## config.mk

```make
export PLATFORM = sky130hd
export DESIGN_NAME = ipv4_protocol_counter_unit
export DESIGN_NICKNAME = d
export VERILOG_FILES = /design/src/rtl/ipc_pkg.sv /design/src/rtl/ipc_frame_parser.sv /design/src/rtl/ipc_event_queue.sv /design/src/rtl/ipc_count_engine.sv /design/src/rtl/ipv4_protocol_counter_unit.sv
export SDC_FILE = /design/constraint.sdc
export NUM_CORES = 1
export LEC_CHECK = 0
export ABC_AREA = 1
export BUFFER_PORTS_ARGS = -buffer_cell sky130_fd_sc_hd__buf_2
export CAP_MARGIN = 20
export CORE_AREA = 2 2 181 183
export DETAILED_ROUTE_END_ITERATION = 6
export DIE_AREA = 0 0 183 185
export HOLD_SLACK_MARGIN = 0.12
export PLACE_DENSITY = 0.8
export SYNTH_ARGS = -nofsm -noshare
export SYNTH_HDL_FRONTEND = slang
export SYNTH_SLANG_ARGS = --single-unit
```

## constraint.sdc

```tcl
create_clock -name i_clk -period 17.14 [get_ports i_clk]
set_input_delay 5.142 -clock i_clk [delete_from_list [all_inputs] [get_ports i_clk]]
set_output_delay 5.142 -clock i_clk [all_outputs]
set_load 0.005 [all_outputs]
```

## src/rtl/ipc_pkg.sv

```systemverilog
// Package for the IPv4 protocol counter: shared types, field widths and codes.
// Used by every module of the block; it depends on nothing else.
`timescale 1ns / 1ps

package ipc_pkg;

    // Field widths of the stream items and the configuration register.
    localparam int LINK_LEN_W = 7;
    localparam int BYTE_W     = 8;
    localparam int CLASS_W    = 3;
    localparam int TOTAL_W    = 32;
    localparam int NUM_COUNTS = 5;
    localparam int TDATA_OUT_W = ((CLASS_W + NUM_COUNTS * TOTAL_W + 7) / 8) * 8;

    localparam logic [LINK_LEN_W-1:0] LINK_LEN_RESET = LINK_LEN_W'(14);

    // Input command codes carried on the slave tuser.
    localparam logic CMD_BYTE = 1'b0;
    localparam logic CMD_TICK = 1'b1;

    // Result kind codes carried on the master tuser.
    localparam logic KIND_FRAME  = 1'b0;
    localparam logic KIND_REPORT = 1'b1;

    // Frame classes; the class code doubles as the counter index for all but CLS_DROP.
    localparam logic [CLASS_W-1:0] CLS_TCP   = 3'd0;
    localparam logic [CLASS_W-1:0] CLS_UDP   = 3'd1;
    localparam logic [CLASS_W-1:0] CLS_ICMP  = 3'd2;
    localparam logic [CLASS_W-1:0] CLS_OTHER = 3'd3;
    localparam logic [CLASS_W-1:0] CLS_DROP  = 3'd4;
    localparam int CNT_ALL = 4;

    // Depth of the event queue between parser and counter engine.
    localparam int QUEUE_DEPTH = 4;

    // One event from the parser: a classified frame or a statistics tick.
    typedef struct packed {
        logic               is_tick;
        logic [CLASS_W-1:0] pkt_class;
    } t_event;

endpackage

```

## src/rtl/ipc_frame_parser.sv

```systemverilog
// Front end of the IPv4 protocol counter: takes frame bytes, captures header
// fields and classifies each frame at its last byte. Depends on ipc_pkg.
`timescale 1ns / 1ps

module ipc_frame_parser (
    input  logic                           i_clk,
    input  logic                           i_rst_n,
    input  logic                           i_cfg_wr_en,
    input  logic [ipc_pkg::LINK_LEN_W-1:0] i_cfg_wr_data,
    input  logic                           i_valid,
    output logic                           o_ready,
    input  logic                           i_cmd,
    input  logic [ipc_pkg::BYTE_W-1:0]     i_byte,
    input  logic                           i_last,
    output logic                           o_push,
    output ipc_pkg::t_event                o_event,
    input  logic                           i_full
);
    import ipc_pkg::*;

    localparam int SEEN_VIHL  = 0;
    localparam int SEEN_PROTO = 1;
    localparam int SEEN_TCP   = 2;

    localparam logic [3:0] IPV4_VERSION = 4'd4;
    localparam logic [5:0] HDR_MIN      = 6'd20;
    localparam logic [5:0] HDR_MAX      = 6'd60;
    localparam logic [7:0] PROTO_ICMP   = 8'd1;
    localparam logic [7:0] PROTO_TCP    = 8'd6;
    localparam logic [7:0] PROTO_UDP    = 8'd17;
    localparam logic [7:0] POS_MAX      = 8'd255;

    logic [LINK_LEN_W-1:0] r_link_len;
    logic [7:0]            r_pos;
    logic [3:0]            r_version;
    logic [3:0]            r_ihl;
    logic [7:0]            r_proto;
    logic [3:0]            r_tcp_off;
    logic [2:0]            r_seen;

    // Header fields with the current byte merged in.
    logic [7:0] m_pos;
    logic [3:0] m_version;
    logic [3:0] m_ihl;
    logic [7:0] m_proto;
    logic [3:0] m_tcp_off;
    logic [2:0] m_seen;

    logic [8:0] ip_start;
    logic [8:0] tcp_pos;
    logic [8:0] pos_ext;
    logic       accept;
    logic       byte_take;
    logic [5:0] ip_len;
    logic [5:0] tcp_len;
    logic [CLASS_W-1:0] frame_class;

    assign o_ready   = !i_full;
    assign accept    = i_valid && !i_full;
    assign byte_take = accept && (i_cmd == CMD_BYTE);

    // Positions of the fields of interest within the frame.
    assign ip_start = {2'b00, r_link_len};
    assign tcp_pos  = ip_start + {3'b000, r_ihl, 2'b00} + 9'd12;
    assign pos_ext  = {1'b0, r_pos};

    always_comb begin
        m_pos     = (r_pos != POS_MAX) ? r_pos + 8'd1 : r_pos;
        m_version = r_version;
        m_ihl     = r_ihl;
        m_proto   = r_proto;
        m_tcp_off = r_tcp_off;
        m_seen    = r_seen;
        if (pos_ext == ip_start) begin
            m_version = i_byte[7:4];
            m_ihl     = i_byte[3:0];
            m_seen[SEEN_VIHL] = 1'b1;
        end
        if (pos_ext == ip_start + 9'd9) begin
            m_proto = i_byte;
            m_seen[SEEN_PROTO] = 1'b1;
        end
        if (r_seen[SEEN_VIHL] && pos_ext == tcp_pos) begin
            m_tcp_off = i_byte[7:4];
            m_seen[SEEN_TCP] = 1'b1;
        end
    end

    // Classification of a frame that ends with the current byte.
    assign ip_len  = {m_ihl, 2'b00};
    assign tcp_len = {m_tcp_off, 2'b00};

    always_comb begin
        if (!m_seen[SEEN_VIHL] || ip_len < HDR_MIN || ip_len > HDR_MAX
                || m_version != IPV4_VERSION || !m_seen[SEEN_PROTO]) begin
            frame_class = CLS_DROP;
        end else if (m_proto == PROTO_TCP) begin
            if (!m_seen[SEEN_TCP] || tcp_len < HDR_MIN || tcp_len > HDR_MAX) begin
                frame_class = CLS_DROP;
            end else begin
                frame_class = CLS_TCP;
            end
        end else if (m_proto == PROTO_UDP) begin
            frame_class = CLS_UDP;
        end else if (m_proto == PROTO_ICMP) begin
            frame_class = CLS_ICMP;
        end else begin
            frame_class = CLS_OTHER;
        end
    end

    // A tick or the last byte of a frame produces one event.
    assign o_push            = accept && (i_cmd == CMD_TICK || i_last);
    assign o_event.is_tick   = (i_cmd == CMD_TICK);
    assign o_event.pkt_class = frame_class;

    // Configuration register.
    always_ff @(posedge i_clk) begin
        if (!i_rst_n) begin
            r_link_len <= LINK_LEN_RESET;
        end else if (i_cfg_wr_en) begin
            r_link_len <= i_cfg_wr_data;
        end
    end

    // Frame state: advances on each byte and clears after the last one.
    always_ff @(posedge i_clk) begin
        if (!i_rst_n) begin
            r_pos     <= '0;
            r_version <= '0;
            r_ihl     <= '0;
            r_proto   <= '0;
            r_tcp_off <= '0;
            r_seen    <= '0;
        end else if (byte_take) begin
            if (i_last) begin
                r_pos     <= '0;
                r_version <= '0;
                r_ihl     <= '0;
                r_proto   <= '0;
                r_tcp_off <= '0;
                r_seen    <= '0;
            end else begin
                r_pos     <= m_pos;
                r_version <= m_version;
                r_ihl     <= m_ihl;
                r_proto   <= m_proto;
                r_tcp_off <= m_tcp_off;
                r_seen    <= m_seen;
            end
        end
    end

    // The TCP offset is only located once the IP header length is known.
    assert property (@(posedge i_clk) disable iff (!i_rst_n)
        r_seen[SEEN_TCP] |-> r_seen[SEEN_VIHL])
        else $error("TCP offset captured without IP header byte");

endmodule

```

## src/rtl/ipc_event_queue.sv

```systemverilog
// Short queue of parser events between the front end and the counter engine.
// Depends on ipc_pkg for the event type and the depth.
`timescale 1ns / 1ps

module ipc_event_queue (
    input  logic            i_clk,
    input  logic            i_rst_n,
    input  logic            i_push,
    input  ipc_pkg::t_event i_event,
    output logic            o_full,
    input  logic            i_pop,
    output ipc_pkg::t_event o_event,
    output logic            o_valid
);
    import ipc_pkg::*;

    localparam int PTR_W = $clog2(QUEUE_DEPTH);
    localparam int CNT_W = $clog2(QUEUE_DEPTH + 1);

    t_event           r_mem [QUEUE_DEPTH];
    logic [PTR_W-1:0] r_wr_ptr;
    logic [PTR_W-1:0] r_rd_ptr;
    logic [CNT_W-1:0] r_count;

    assign o_full  = (r_count == CNT_W'(QUEUE_DEPTH));
    assign o_valid = (r_count != '0);
    assign o_event = r_mem[r_rd_ptr];

    // Entry storage.
    always_ff @(posedge i_clk) begin
        if (i_push) begin
            r_mem[r_wr_ptr] <= i_event;
        end
    end

    // Pointers and fill count.
    always_ff @(posedge i_clk) begin
        if (!i_rst_n) begin
            r_wr_ptr <= '0;
            r_rd_ptr <= '0;
            r_count  <= '0;
        end else begin
            if (i_push) begin
                r_wr_ptr <= (r_wr_ptr == PTR_W'(QUEUE_DEPTH - 1)) ? '0 : r_wr_ptr + 1'b1;
            end
            if (i_pop) begin
                r_rd_ptr <= (r_rd_ptr == PTR_W'(QUEUE_DEPTH - 1)) ? '0 : r_rd_ptr + 1'b1;
            end
            if (i_push && !i_pop) begin
                r_count <= r_count + 1'b1;
            end else if (!i_push && i_pop) begin
                r_count <= r_count - 1'b1;
            end
        end
    end

    assert property (@(posedge i_clk) disable iff (!i_rst_n)
        r_count <= CNT_W'(QUEUE_DEPTH))
        else $error("Event queue count beyond depth");

    assert property (@(posedge i_clk) disable iff (!i_rst_n)
        !(i_push && o_full) && !(i_pop && !o_valid))
        else $error("Event queue overflow or underflow");

endmodule

```

## src/rtl/ipc_count_engine.sv

```systemverilog
// Back end of the IPv4 protocol counter: saturating class counters, report
// and clear on a tick, and the registered result stage. Depends on ipc_pkg.
`timescale 1ns / 1ps

module ipc_count_engine #(
    parameter int COUNT_WIDTH = 32
) (
    input  logic                        i_clk,
    input  logic                        i_rst_n,
    input  logic                        i_ev_valid,
    input  ipc_pkg::t_event             i_event,
    output logic                        o_pop,
    output logic                        o_valid,
    input  logic                        i_ready,
    output logic                        o_kind,
    output logic [ipc_pkg::CLASS_W-1:0] o_pkt_class,
    output logic [ipc_pkg::TOTAL_W-1:0] o_totals [ipc_pkg::NUM_COUNTS]
);
    import ipc_pkg::*;

    logic [COUNT_WIDTH-1:0] r_cnt [NUM_COUNTS];
    logic [TOTAL_W-1:0]     cnt_low [NUM_COUNTS];
    logic [63:0]            cnt_ext [NUM_COUNTS];

    logic               r_out_valid;
    logic               r_kind;
    logic [CLASS_W-1:0] r_class;
    logic [TOTAL_W-1:0] r_tot [NUM_COUNTS];

    // Take the next event when the result register is free or being drained.
    assign o_pop = i_ev_valid && (!r_out_valid || i_ready);

    // Reported value is the low part of each counter.
    always_comb begin
        for (int j = 0; j < NUM_COUNTS; j++) begin
            cnt_ext[j] = 64'(r_cnt[j]);
            cnt_low[j] = cnt_ext[j][TOTAL_W-1:0];
        end
    end

    // Counters: a tick clears them, a frame bumps the total and, unless dropped, its class.
    always_ff @(posedge i_clk) begin
        if (!i_rst_n) begin
            for (int j = 0; j < NUM_COUNTS; j++) begin
                r_cnt[j] <= '0;
            end
        end else if (o_pop) begin
            for (int j = 0; j < NUM_COUNTS; j++) begin
                if (i_event.is_tick) begin
                    r_cnt[j] <= '0;
                end else if ((j == CNT_ALL
                              || (i_event.pkt_class == CLASS_W'(j)
                                  && i_event.pkt_class != CLS_DROP))
                             && r_cnt[j] != '1) begin
                    r_cnt[j] <= r_cnt[j] + 1'b1;
                end
            end
        end
    end

    // Result register valid flag.
    always_ff @(posedge i_clk) begin
        if (!i_rst_n) begin
            r_out_valid <= 1'b0;
        end else if (o_pop) begin
            r_out_valid <= 1'b1;
        end else if (i_ready) begin
            r_out_valid <= 1'b0;
        end
    end

    // Result payload.
    always_ff @(posedge i_clk) begin
        if (o_pop) begin
            if (i_event.is_tick) begin
                r_kind  <= KIND_REPORT;
                r_class <= '0;
                for (int j = 0; j < NUM_COUNTS; j++) begin
                    r_tot[j] <= cnt_low[j];
                end
            end else begin
                r_kind  <= KIND_FRAME;
                r_class <= i_event.pkt_class;
                for (int j = 0; j < NUM_COUNTS; j++) begin
                    r_tot[j] <= '0;
                end
            end
        end
    end

    assign o_valid     = r_out_valid;
    assign o_kind      = r_kind;
    assign o_pkt_class = r_class;
    assign o_totals    = r_tot;

    assert property (@(posedge i_clk) disable iff (!i_rst_n)
        (o_pop && i_event.is_tick) |=> (r_cnt[CNT_ALL] == '0))
        else $error("Counters not cleared after a report");

    assert property (@(posedge i_clk) disable iff (!i_rst_n)
        (r_out_valid && r_kind == KIND_FRAME) |-> (r_tot[CNT_ALL] == '0))
        else $error("Frame result carries counter values");

endmodule

```

## src/rtl/ipv4_protocol_counter_unit.sv

```systemverilog
// Result path: the transfer that causes a result writes its queue entry, the back end later pops it into
// the result register, and it is then valid on the master side; a master stall holds the pop back.
// Throughput: one input transfer per cycle while the queue is not full; one result per cycle while
// the master side is ready, set by the single counter update and result register in the back end.
// Reset (synchronous, active low): counters zero, link header length 14,
// queue and result stage empty, any partial frame discarded.
`timescale 1ns / 1ps

module ipv4_protocol_counter_unit #(
    parameter int COUNT_WIDTH = 32
) (
    input  logic                               i_clk,
    input  logic                               i_rst_n,
    input  logic                               i_cfg_wr_en,
    input  logic [ipc_pkg::LINK_LEN_W-1:0]     i_cfg_wr_data,  // link_header_len
    input  logic                               s_axis_tvalid,
    output logic                               s_axis_tready,
    input  logic [ipc_pkg::BYTE_W-1:0]         s_axis_tdata,   // frame_byte
    input  logic                               s_axis_tlast,   // last_byte
    input  logic                               s_axis_tuser,   // cmd
    output logic                               m_axis_tvalid,
    input  logic                               m_axis_tready,
    // pkt_class, tcp_total, udp_total, icmp_total, other_total, all_total, zero pad
    output logic [ipc_pkg::TDATA_OUT_W-1:0]    m_axis_tdata,
    output logic                               m_axis_tuser    // kind
);
    import ipc_pkg::*;

    localparam int PAD_W = TDATA_OUT_W - CLASS_W - NUM_COUNTS * TOTAL_W;

    logic               push;
    logic               full;
    logic               pop;
    logic               ev_valid;
    t_event             push_event;
    t_event             head_event;
    logic [CLASS_W-1:0] out_class;
    logic [TOTAL_W-1:0] out_totals [NUM_COUNTS];

    // Front end: byte parsing and frame classification.
    ipc_frame_parser u_parser (
        .i_clk         (i_clk),
        .i_rst_n       (i_rst_n),
        .i_cfg_wr_en   (i_cfg_wr_en),
        .i_cfg_wr_data (i_cfg_wr_data),
        .i_valid       (s_axis_tvalid),
        .o_ready       (s_axis_tready),
        .i_cmd         (s_axis_tuser),
        .i_byte        (s_axis_tdata),
        .i_last        (s_axis_tlast),
        .o_push        (push),
        .o_event       (push_event),
        .i_full        (full)
    );

    // Decoupling queue.
    ipc_event_queue u_queue (
        .i_clk   (i_clk),
        .i_rst_n (i_rst_n),
        .i_push  (push),
        .i_event (push_event),
        .o_full  (full),
        .i_pop   (pop),
        .o_event (head_event),
        .o_valid (ev_valid)
    );

    // Back end: counters and result stage.
    ipc_count_engine #(
        .COUNT_WIDTH (COUNT_WIDTH)
    ) u_counts (
        .i_clk       (i_clk),
        .i_rst_n     (i_rst_n),
        .i_ev_valid  (ev_valid),
        .i_event     (head_event),
        .o_pop       (pop),
        .o_valid     (m_axis_tvalid),
        .i_ready     (m_axis_tready),
        .o_kind      (m_axis_tuser),
        .o_pkt_class (out_class),
        .o_totals    (out_totals)
    );

    // Result packing, first field in the lowest bits.
    assign m_axis_tdata = {PAD_W'(0), out_totals[4], out_totals[3], out_totals[2],
                           out_totals[1], out_totals[0], out_class};

endmodule

```

==> results of run 1 <==
area by class of cell:
class | instances | area (sq um) | share of cell area, %
sequential | 388 | 11200 | 52.0
multi-input combinational | 1204 | 6270 | 29.2
inverter | 305 | 1150 | 5.34
clock buffer | 50 | 1110 | 5.18
timing repair buffer | 201 | 1070 | 5.00
tap | 408 | 510 | 2.38
clock inverter | 25 | 203 | 0.943
how the worst max path moves through the flow:
stage                  start                                   to  slack (ns)
4_1_cts              i_rst_n  u_counts.r_cnt[0][28]$_SDFFCE_PN0P_        9.25
3_5_place_dp         i_rst_n   u_counts.r_cnt[0][8]$_SDFFCE_PN0P_        8.71
6_report             i_rst_n  u_counts.r_cnt[0][25]$_SDFFCE_PN0P_        9.27
5_1_grt              i_rst_n  u_counts.r_cnt[0][19]$_SDFFCE_PN0P_        9.03
3_3_place_gp         i_rst_n   u_counts.r_cnt[0][7]$_SDFFCE_PN0P_        8.73
2_1_floorplan  m_axis_tready   u_counts.r_cnt[3][0]$_SDFFCE_PN0P_        6.58
registers in the layout, summed over array words and instances (netlist names), 2 cells and up, named ones only:
name	flops
u_parser.r_pos	8
u_queue.r_rd_ptr	2
u_parser.r_tcp_off	4
u_parser.r_version	4
u_parser.r_link_len	7
u_counts.o_totals	160
u_counts.o_pkt_class	3
u_parser.r_proto	8
u_parser.r_seen	3
u_queue.r_wr_ptr	2
u_queue.r_mem	16
u_parser.r_ihl	4
u_counts.r_cnt	160
u_queue.r_count	3
worst max-delay path: stages:
cell      delay (ns)
buf_2           0.27
clkinv_1        0.71
nor3_2          0.44
inv_1           0.19
nor3_2          0.23
o21ai_4         0.08
buf_4           0.29
nand2_2         0.64
power by group through the flow:
stage / Sequential (W) / Clock, W / Combinational [W]
final: 0.00171 / 0.000861 / 0.000941
after global routing: 0.00176 / 0.000915 / 0.00106
after CTS: 0.00171 / 0.000875 / 0.000945
after detailed placement: 0.00173 / 0 / 0.000937
after global placement: 0.00171 / 0 / 0.000910
after floorplan: 0.00174 / 0 / 0.000534
cell usage after synthesis (11+ instances only):
master    count
nand4_1      33
edfxtp_1    340
nor2_1      350
xor2_1       69
nor3_2       14
a21oi_1      64
clkbuf_1     23
inv_2        11
ha_1         18
nand2_1     293
o21ai_0      43
inv_1       292
nor2_2       21
nor3_1       83
buf_2        14
dfxtp_1      48
nand3_1      67
nor3b_1      28
nor4_1       13
stage by stage:
step | setup WS, ns | power (W) | utilization, %
finish | 9.27 | 0.00352 | 67.1
global route | 9.03 | 0.00373 | 67.1
CTS | 9.25 | 0.00353 | 67.0
detailed placement | 8.71 | 0.00267 | 62.9
global placement | 8.73 | 0.00262 | 62.9
floorplan | 6.58 | 0.00227 | -
metal layers:
metal	up-vias	part of all wire [%]
met3	59	6.3
met2	462	48
met1	6463	43
li1	6809	-
met5	-	0
met4	0	2.1
kinds of logic after synthesis:
logic type | share of synthesized area [%]
AND/OR/NAND/NOR | 22.9
flip-flops | 59.3
buffers and inverters | 7.45
AO/OA/AOI/OAI | 5.06
XOR/XNOR | 3.71
adder cells (fa/ha/maj) | 1.41
multiplexers | 0.106
other | 0.0199
==> results.yml, run 1 <==
run_status:
  status: "complete, no violations"
global_route:
  grt.overflow.total: 0
  grt_use_met1_pct: 31.5
  top_usage_layer: "met2"
  met3_usage_pct: 3.62
  grt_pass1_wl_mm: 63.2
  grt_use_total_pct: 22.9
  grt_max_degree: 170
  antenna_found_initial: 0
  first_global_vias: 13000
  use_met2_pct: 38.1
timing:
  setup-tns-final_ns: 0
  whs_ns: 0.461
  hold_viol_final: 0
  maxSlewHeadroom_pct: 35.8
  drv_slew: 0
  period_needed_ns: 7.87
  setup_viol: 0
  clock.fmax_mhz: 127
  grt_setup_unrepaired: "false"
  fin_skew_ns: 0.0208
  post-route-period-util_pct: 45.9
  tightest_slew_ns: 0.962
die:
  dieWidth_um: 183
  rows: 66
  core_sq_mm: 0.0320
  dieArea_sq_mm: 0.0339
  die_y_um: 185
  initial_core_util_pct: 58.8
  ioPinCount: 193
placement:
  hpwl_mm: 26.5
  gp_congestion: 0.901
  dp.cells: 2505
  port_buffers: 187
  dpl_cell_area_sq_mm: 0.0201
clocking:
  tritoncts: "done"
  numCtsBuffers: 41
  clock_latency_ns: 0.53
  postCtsHoldBufs: 0
  postCtsSetupRepairBufs: 0
  clock_path_buffers: 3
  cts_root_buf: "clkbuf_16"
  clkTransAtPathRegs_ns: 0.06
  htreeDepth: 2
  cts_resized: 0
  clkSinkCount: 388
min_path:
  hp-class: "flop to flop"
  whs_endpoint: "u_parser.r_seen[2]$_SDFFE_PN0P_"
  hp-start: "u_parser.r_seen[2]$_SDFFE_PN0P_"
  whs_path_depth: 2
final_layout:
  mostFrequentLayoutCells: "nor2_1, edfxtp_1, nand2_1"
  nets: 2183
  fin_area_sq_mm: 0.0215
  antenna_cells: 0
  drive_gt1_share_pct: 16.2
  final_common_cell: "nor2_1"
  syn_to_final_growth_pct: 14.1
  final_cells: 2581
  fill_cells: 2425
synthesis:
  synth_top_cell_area_share_pct: 54.2
  ys_types: 56
  syn_area_sq_mm: 0.0188
  syn_inst: 1942
  seq_area_frac_synth_pct: 59.3
  synth_area_per_cell_sq_um: 9.70
  ys_ff_latch: 388
  synth_edf_count: 340
  synth_area_leaders: "edfxtp_1, nor2_1, nand2_1, inv_1, dfxtp_1"
  synth_ff_type: "edfxtp_1"
  synthArstFlopShare_pct: 0
  synth_top_area_cell: "edfxtp_1"
  synth_warnings: 0
power_and_ir_drop:
  total_leakage_power_nw: 8.53
  peakVddDrop_v: 0.000101
  switching_share_pct: 33.8
  seqPwrFrac_pct: 48.8
  clockPowerShare_pct: 24.5
  switching_power_w: 0.00119
  p_int_w: 0.00233
  combPwrFrac_pct: 26.8
  pwr_density_cell_mw_per_mm2: 164
worst_setup_path:
  path_max_fanout: 33
  worstPathArrival_ns: 8.02
  ff2ff_setup_slack_ns: 13.60
  crit_type: "input port to flop"
  crit_required_ns: 17.29
  worstSetupStartpointType: "input port"
  r2r_end: "u_counts.r_cnt[0][25]$_SDFFCE_PN0P_"
  reg2reg_from: "u_counts.r_cnt[0][0]$_SDFFCE_PN0P_"
  critPathCaptureType: "flop"
  rr_worst_depth: 15
drt:
  ant_nets: 0
  num_vias: 13800
  viasPerCell: 5.34
  wl_per_cell_um: 14.9
  drt_first_pass_iters: 5
  drc: 0
  wirelength_mm: 38.6
  first_iter_violations: 1261
job:
  maxCapViolations: 0
Power figures use the tool's default switching activity.
==> run 2: changes to the inputs <==
--- a/config.mk
+++ b/config.mk
@@ -8,11 +8,11 @@
 export ABC_AREA = 1
 export BUFFER_PORTS_ARGS = -buffer_cell sky130_fd_sc_hd__buf_2
 export CAP_MARGIN = 20
-export CORE_AREA = 2 2 181 183
+export CORE_AREA = 2 2 190 192
 export DETAILED_ROUTE_END_ITERATION = 6
-export DIE_AREA = 0 0 183 185
+export DIE_AREA = 0 0 192 194
 export HOLD_SLACK_MARGIN = 0.12
-export PLACE_DENSITY = 0.8
+export PLACE_DENSITY = 0.76
 export SYNTH_ARGS = -nofsm -noshare
 export SYNTH_HDL_FRONTEND = slang
 export SYNTH_SLANG_ARGS = --single-unit
==> constraint.sdc (replaced) <==
create_clock -name i_clk -period 6.5 [get_ports i_clk]
set_input_delay 1.95 -clock i_clk [delete_from_list [all_inputs] [get_ports i_clk]]
set_output_delay 1.95 -clock i_clk [all_outputs]
set_load 0.005 [all_outputs]
==> run 2 against run 1 <==
- clock power increased to 2.9 times the previous value
- largest cell class unchanged
- die area increased by 10%
- worst hold slack improved by 0.0046 ns
- final cell count increased by 2.1%
- worst setup slack got worse by 6.5 ns
- clock-buffer cell count increased by 6
- sequential power increased to 2.7 times the previous value
- flip-flop and latch count unchanged
==> results.yml, run 2 (synthesis results as in run 1) <==
clocking:
  htreeDepth: 2
  numCtsBuffers: 43
  postCtsSetupRepairBufs: 0
  postCtsHoldBufs: 0
  tritoncts: "done"
  clkSinkCount: 388
  cts_resized: 0
  cts_root_buf: "clkbuf_16"
  clock_path_buffers: 3
  clkTransAtPathRegs_ns: 0.06
  clock_latency_ns: 0.54
placement:
  port_buffers: 187
  dp.cells: 2555
  gp_congestion: 0.904
  hpwl_mm: 26.9
power_and_ir_drop:
  seqPwrFrac_pct: 48.1
  clockPowerShare_pct: 26.0
  peakVddDrop_v: 0.000451
  combPwrFrac_pct: 25.9
  total_leakage_power_nw: 8.59
  p_int_w: 0.00629
  switching_share_pct: 33.4
  pwr_density_cell_mw_per_mm2: 436
  switching_power_w: 0.00316
timing:
  grt_setup_unrepaired: "false"
  maxSlewHeadroom_pct: 32.1
  setup-tns-final_ns: 0
  period_needed_ns: 3.72
  setup_viol: 0
  fin_skew_ns: 0.0134
  hold_viol_final: 0
  post-route-period-util_pct: 57.2
  drv_slew: 0
  tightest_slew_ns: 1.02
  clock.fmax_mhz: 269
die:
  initial_core_util_pct: 53.5
  ioPinCount: 193
  die_y_um: 194
  dieArea_sq_mm: 0.0372
  rows: 69
  core_sq_mm: 0.0352
  dieWidth_um: 192
drt:
  drc: 0
  viasPerCell: 5.22
  wl_per_cell_um: 14.8
  ant_nets: 0
  wirelength_mm: 39.1
  drt_first_pass_iters: 5
  num_vias: 13800
  first_iter_violations: 1128
worst_setup_path:
  path_max_fanout: 33
  critPathBufInv: 4
  cp_slowest_cell: "nand2_4"
  crit_type: "input port to flop"
  ff2ff_setup_slack_ns: 2.98
  worstSetupStartpointType: "input port"
  worstPathArrival_ns: 3.90
  rr_worst_depth: 13
  cpPeakStageDelay_ns: 0.38
  startpoint: "i_rst_n"
  r2r_end: "u_queue.r_mem[2][2]$_DFFE_PP_"
  crit_end: "u_counts.r_cnt[3][2]$_SDFFCE_PN0P_"
  critPathCaptureType: "flop"
  crit_required_ns: 6.68
  reg2reg_from: "u_parser.r_link_len[2]$_SDFFE_PN1P_"
  crit_chain: "buf_2 > clkinv_1 > nor3_2 > inv_1 > nor4_2 > o41ai_4 > buf_4 > nand2_4"
  cp_top_family: "buffers and inverters"
  path_depth: 8
final_layout:
  nets: 2181
  antenna_cells: 0
  syn_to_final_growth_pct: 15.1
  drive_gt1_share_pct: 16.7
  final_common_cell: "nor2_1"
  final_core_util_pct: 61.5
  final_cells: 2634
  mostFrequentLayoutCells: "nor2_1, edfxtp_1, inv_1"
global_route:
  grt.overflow.total: 0
  first_global_vias: 13200
  antenna_found_initial: 0
  grt_max_degree: 170
  grt_use_total_pct: 21.2
  grt_pass1_wl_mm: 64.5
min_path:
  hp-class: "flop to flop"
  whs_path_depth: 2
run_status:
  status: "complete, no violations"
job:
  maxCapViolations: 0
run 2: changes by cell type in the layout (fill, tap and decap cells not counted), moves of 2 or more:
cell	before	now
clkinv_2	4	7
clkinv_1	16	11
clkinvlp_4	2	0
bufinv_16	3	5
buf_4	12	9
nand2_1	293	289
nand2_4	0	5
clkinv_4	0	2
clkbuf_16	43	46
run 2: worst min path at each step:
stage / startpoint / to
2_1_floorplan: u_parser.r_seen[2]$_SDFFE_PN0P_ / u_parser.r_seen[2]$_SDFFE_PN0P_
3_3_place_gp: u_parser.r_seen[2]$_SDFFE_PN0P_ / u_parser.r_seen[2]$_SDFFE_PN0P_
3_5_place_dp: u_parser.r_proto[7]$_SDFFE_PN0P_ / u_parser.r_proto[7]$_SDFFE_PN0P_
4_1_cts: u_parser.r_proto[7]$_SDFFE_PN0P_ / u_parser.r_proto[7]$_SDFFE_PN0P_
5_1_grt: u_parser.r_proto[1]$_SDFFE_PN0P_ / u_parser.r_proto[1]$_SDFFE_PN0P_
6_report: u_parser.r_proto[7]$_SDFFE_PN0P_ / u_parser.r_proto[7]$_SDFFE_PN0P_
run 2: worst reg2reg max path, delay by kind of cell, from the launching register on:
family | cells | cell delay (ns)
AO/OA/AOI/OAI | 4 | 0.83
adder cells (fa/ha/maj) | 3 | 1.06
buffers and inverters | 1 | 0.07
flip-flops | 1 | 0.47
AND/OR/NAND/NOR | 5 | 0.84
run 2: cell type report:
| class | count | area, sq um |
|---|---|---|
| clock buffers | 56 | 1210 |
| clock inverters | 23 | 236 |
| flip-flops and latches | 388 | 11200 |
| multi-input cells | 1204 | 6310 |
| repair buffers | 197 | 1020 |
| fillers | 2907 | 13500 |
| well taps | 461 | 577 |
| inverters | 305 | 1150 |
run 2: stage by stage:
step	setup WS, ns	cell area, sq um	total power, W	hold slack, ns
2_1_floorplan	-0.445	18900	0.00600	0.434
3_3_place_gp	2.28	20200	0.00694	0.448
3_5_place_dp	2.18	20200	0.00705	0.457
4_1_cts	2.77	21700	0.00953	0.465
5_1_grt	2.59	21700	0.0100	0.486
6_report	2.78	21700	0.00945	0.466
run 2: routing by layer:
metal | GRT usage, % | wire length, um
met5 | 0 | 0
met4 | 6.47 | 973
met2 | 35.3 | 18500
met3 | 3.28 | 2330
met1 | 28.7 | 17200
run 2: power groups by stage:
stage          Combinational, W  Sequential, W  Clock, W
6_report                0.00245        0.00455   0.00246
3_3_place_gp            0.00239        0.00455         0
4_1_cts                 0.00248        0.00455   0.00250
2_1_floorplan           0.00142        0.00457         0
3_5_place_dp            0.00246        0.00459         0
5_1_grt                 0.00277        0.00467   0.00260
==> run 3: changes to the inputs <==
--- a/config.mk
+++ b/config.mk
@@ -5,14 +5,14 @@
 export SDC_FILE = /design/constraint.sdc
 export NUM_CORES = 1
 export LEC_CHECK = 0
-export ABC_AREA = 1
+export ABC_AREA = 0
 export BUFFER_PORTS_ARGS = -buffer_cell sky130_fd_sc_hd__buf_2
 export CAP_MARGIN = 20
-export CORE_AREA = 2 2 190 192
+export CORE_AREA = 2 2 178 180
 export DETAILED_ROUTE_END_ITERATION = 6
-export DIE_AREA = 0 0 192 194
+export DIE_AREA = 0 0 180 182
 export HOLD_SLACK_MARGIN = 0.12
-export PLACE_DENSITY = 0.76
+export PLACE_DENSITY = 0.79
 export SYNTH_ARGS = -nofsm -noshare
 export SYNTH_HDL_FRONTEND = slang
 export SYNTH_SLANG_ARGS = --single-unit
==> constraint.sdc (replaced) <==
create_clock -name i_clk -period 3.45 [get_ports i_clk]
set_input_delay 1.035 -clock i_clk [delete_from_list [all_inputs] [get_ports i_clk]]
set_output_delay 1.035 -clock i_clk [all_outputs]
set_load 0.005 [all_outputs]
==> run 3 against run 2 <==
- global-route usage shrank 0.22 points
- utilization increased by 5.2 points
- sequential power is 82% higher
- worst hold slack better by 0.0039 ns
- clock power rose by 78%
- sequential share of layout area up 2.5 points
- first-iteration DRC count fell by 24%
- largest cell class unchanged
- highest routed layer unchanged
==> results.yml, run 3 <==
timing:
  fin_ws_ns: 0.378
  period_needed_ns: 3.07
  clock.fmax_mhz: 326
  post-route-period-util_pct: 89.0
  setup-tns-final_ns: 0
  fin_skew_ns: 0.0194
  maxSlewHeadroom_pct: 49.2
  drv_slew: 0
  whs_ns: 0.470
  tightest_slew_ns: 0.755
  setup_viol: 0
  grt_setup_unrepaired: "false"
  hold_viol_final: 0
global_route:
  grt_pass1_wl_mm: 56.5
  grt_max_degree: 120
  grt_use_total_pct: 21.0
  grt.overflow.total: 0
  first_global_vias: 11300
  antenna_found_initial: 0
synthesis:
  syn_area_sq_mm: 0.0179
  synth_most_common_cell: "edfxtp_1"
  synth_top_cell_area_share_pct: 56.9
  seq_area_frac_synth_pct: 62.3
  synth_edf_count: 340
  synth_area_per_cell_sq_um: 12.1
  ys_types: 72
  synthArstFlopShare_pct: 0
  synth_area_leaders: "edfxtp_1, and2_1, xor2_1, dfxtp_1, nor2_1"
  synth_top_area_cell: "edfxtp_1"
  synth_warnings: 0
  synth_commonest_cells: "edfxtp_1, nor2_1, and2_1, xor2_1, nand2_1"
  ys_ff_latch: 388
  syn_inst: 1482
  synth_ff_type: "edfxtp_1"
placement:
  place_ws_ns: 0.394
  hpwl_mm: 22.8
  gp_congestion: 0.820
  dp.cells: 2030
  port_buffers: 187
worst_setup_path:
  cpPeakStageDelay_ns: 0.53
  critPathBufInv: 1
  crit_chain: "ha_1 > inv_1 > fa_1 > xor2_1 > or2_2 > or4_4 > a211oi_4 > mux2i_1 > o21bai_1"
  rr_worst_depth: 9
  reg2reg_from: "u_parser.r_ihl[0]$_SDFFE_PN0P_"
  worstSetupStartpointType: "flop"
  ff2ff_setup_slack_ns: 0.38
  r2r_end: "u_queue.r_mem[2][2]$_DFFE_PP_"
  cp_top_family: "simple AND/OR/NAND/NOR gates"
  crit_required_ns: 3.69
  worstPathArrival_ns: 3.32
  path_max_fanout: 5
  cp_slowest_cell: "or4_4"
  crit_type: "flop to flop"
  critPathCaptureType: "flop"
final_layout:
  drive_gt1_share_pct: 17.6
  final_common_cell: "edfxtp_1"
  syn_to_final_growth_pct: 15.3
  nets: 1713
  final_cells: 2102
  antenna_cells: 0
  final_core_util_pct: 66.8
  mostFrequentLayoutCells: "edfxtp_1, nor2_1, buf_2"
power_and_ir_drop:
  pwr_density_cell_mw_per_mm2: 785
  clockPowerShare_pct: 27.0
  switching_share_pct: 29.6
  combPwrFrac_pct: 22.1
  peakVddDrop_v: 0.000689
  p_int_w: 0.0114
  total_leakage_power_nw: 7.65
  switching_power_w: 0.00480
  seqPwrFrac_pct: 50.9
die:
  dieWidth_um: 180
  initial_core_util_pct: 57.9
  die_y_um: 182
  ioPinCount: 193
  rows: 65
  core_sq_mm: 0.0310
  dieArea_sq_mm: 0.0328
clocking:
  postCtsSetupRepairBufs: 0
  clock_path_buffers: 3
  tritoncts: "done"
  numCtsBuffers: 41
  clkTransAtPathRegs_ns: 0.06
  htreeDepth: 2
  cts_resized: 0
  clock_latency_ns: 0.52
  clkSinkCount: 388
  postCtsHoldBufs: 0
  cts_root_buf: "clkbuf_16"
drt:
  drc: 0
  num_vias: 11500
  wirelength_mm: 34.5
  viasPerCell: 5.45
  first_iter_violations: 859
  drt_first_pass_iters: 4
  wl_per_cell_um: 16.4
  ant_nets: 0
min_path:
  hp-start: "u_parser.r_seen[1]$_SDFFE_PN0P_"
  whs_path_depth: 2
  hp-class: "flop to flop"
  whs_endpoint: "u_parser.r_seen[1]$_SDFFE_PN0P_"
job:
  maxCapViolations: 0
run_status:
  status: "complete, no violations"
run 3: routing by layer:
metal	vias to the layer above	wire length, um	track usage (%)	part of all wire (%)
li1	5586	-	-	-
met1	5537	15200	28.5	44
met2	267	16700	34.8	48
met3	74	1640	3.33	4.8
met4	0	990	7.09	2.9
met5	-	0	0	0
run 3: per-stage QoR:
step | area (sq um) | total power [W]
floorplan | 18000 | 0.0102
global placement | 19300 | 0.0118
detailed placement | 19300 | 0.0120
CTS | 20700 | 0.0164
global route | 20700 | 0.0171
finish | 20700 | 0.0162
run 3: worst max path at each step:
stage                                         startpoint                                 end  cells after the start
after floorplan                            m_axis_tready  u_counts.r_cnt[3][0]$_SDFFCE_PN0P_                      4
after global placement    u_parser.r_ihl[0]$_SDFFE_PN0P_       u_queue.r_mem[0][2]$_DFFE_PP_                      9
after detailed placement  u_parser.r_ihl[0]$_SDFFE_PN0P_       u_queue.r_mem[2][2]$_DFFE_PP_                      9
after CTS                 u_parser.r_ihl[0]$_SDFFE_PN0P_       u_queue.r_mem[2][2]$_DFFE_PP_                      9
after global routing      u_parser.r_ihl[0]$_SDFFE_PN0P_       u_queue.r_mem[2][2]$_DFFE_PP_                     10
final                     u_parser.r_ihl[0]$_SDFFE_PN0P_       u_queue.r_mem[2][2]$_DFFE_PP_                      9
run 3: power by group through the flow:
stage	sequential (W)	combinational, W	clock (W)
after floorplan	0.00833	0.00184	0
after global placement	0.00826	0.00353	0
after detailed placement	0.00836	0.00364	0
after CTS	0.00828	0.00367	0.00447
after global routing	0.00846	0.00399	0.00465
final	0.00827	0.00359	0.00438
run 3: cell type report:
cell class	instances	area [sq um]
clock inverters	24	255
clock buffers	48	1090
multi-input cells	1009	6400
fillers	2252	10300
flip-flops and latches	388	11200
repair buffers	206	1150
inverters	25	106
well taps	402	503
run 3: logic make-up (layout without fill, tap and decap cells):
group,after synthesis,after routing,synth area share [%]
compound gates,94,94,3.64
xor+xnor,173,173,8.52
fa+ha+maj,20,20,1.48
buf+inv,89,303,2.32
flops,388,388,62.3
mux,15,15,1.12
other cells,1,5,0.0209
simple gates,702,702,20.6
run 3: worst register-to-register path, stage by stage, from the launching register on:
cell      delay [ns]
dfxtp_1         0.35
ha_1            0.20
inv_1           0.07
fa_1            0.45
xor2_1          0.20
or2_2           0.34
or4_4           0.53
a211oi_4        0.31
mux2i_1         0.23
o21bai_1        0.12
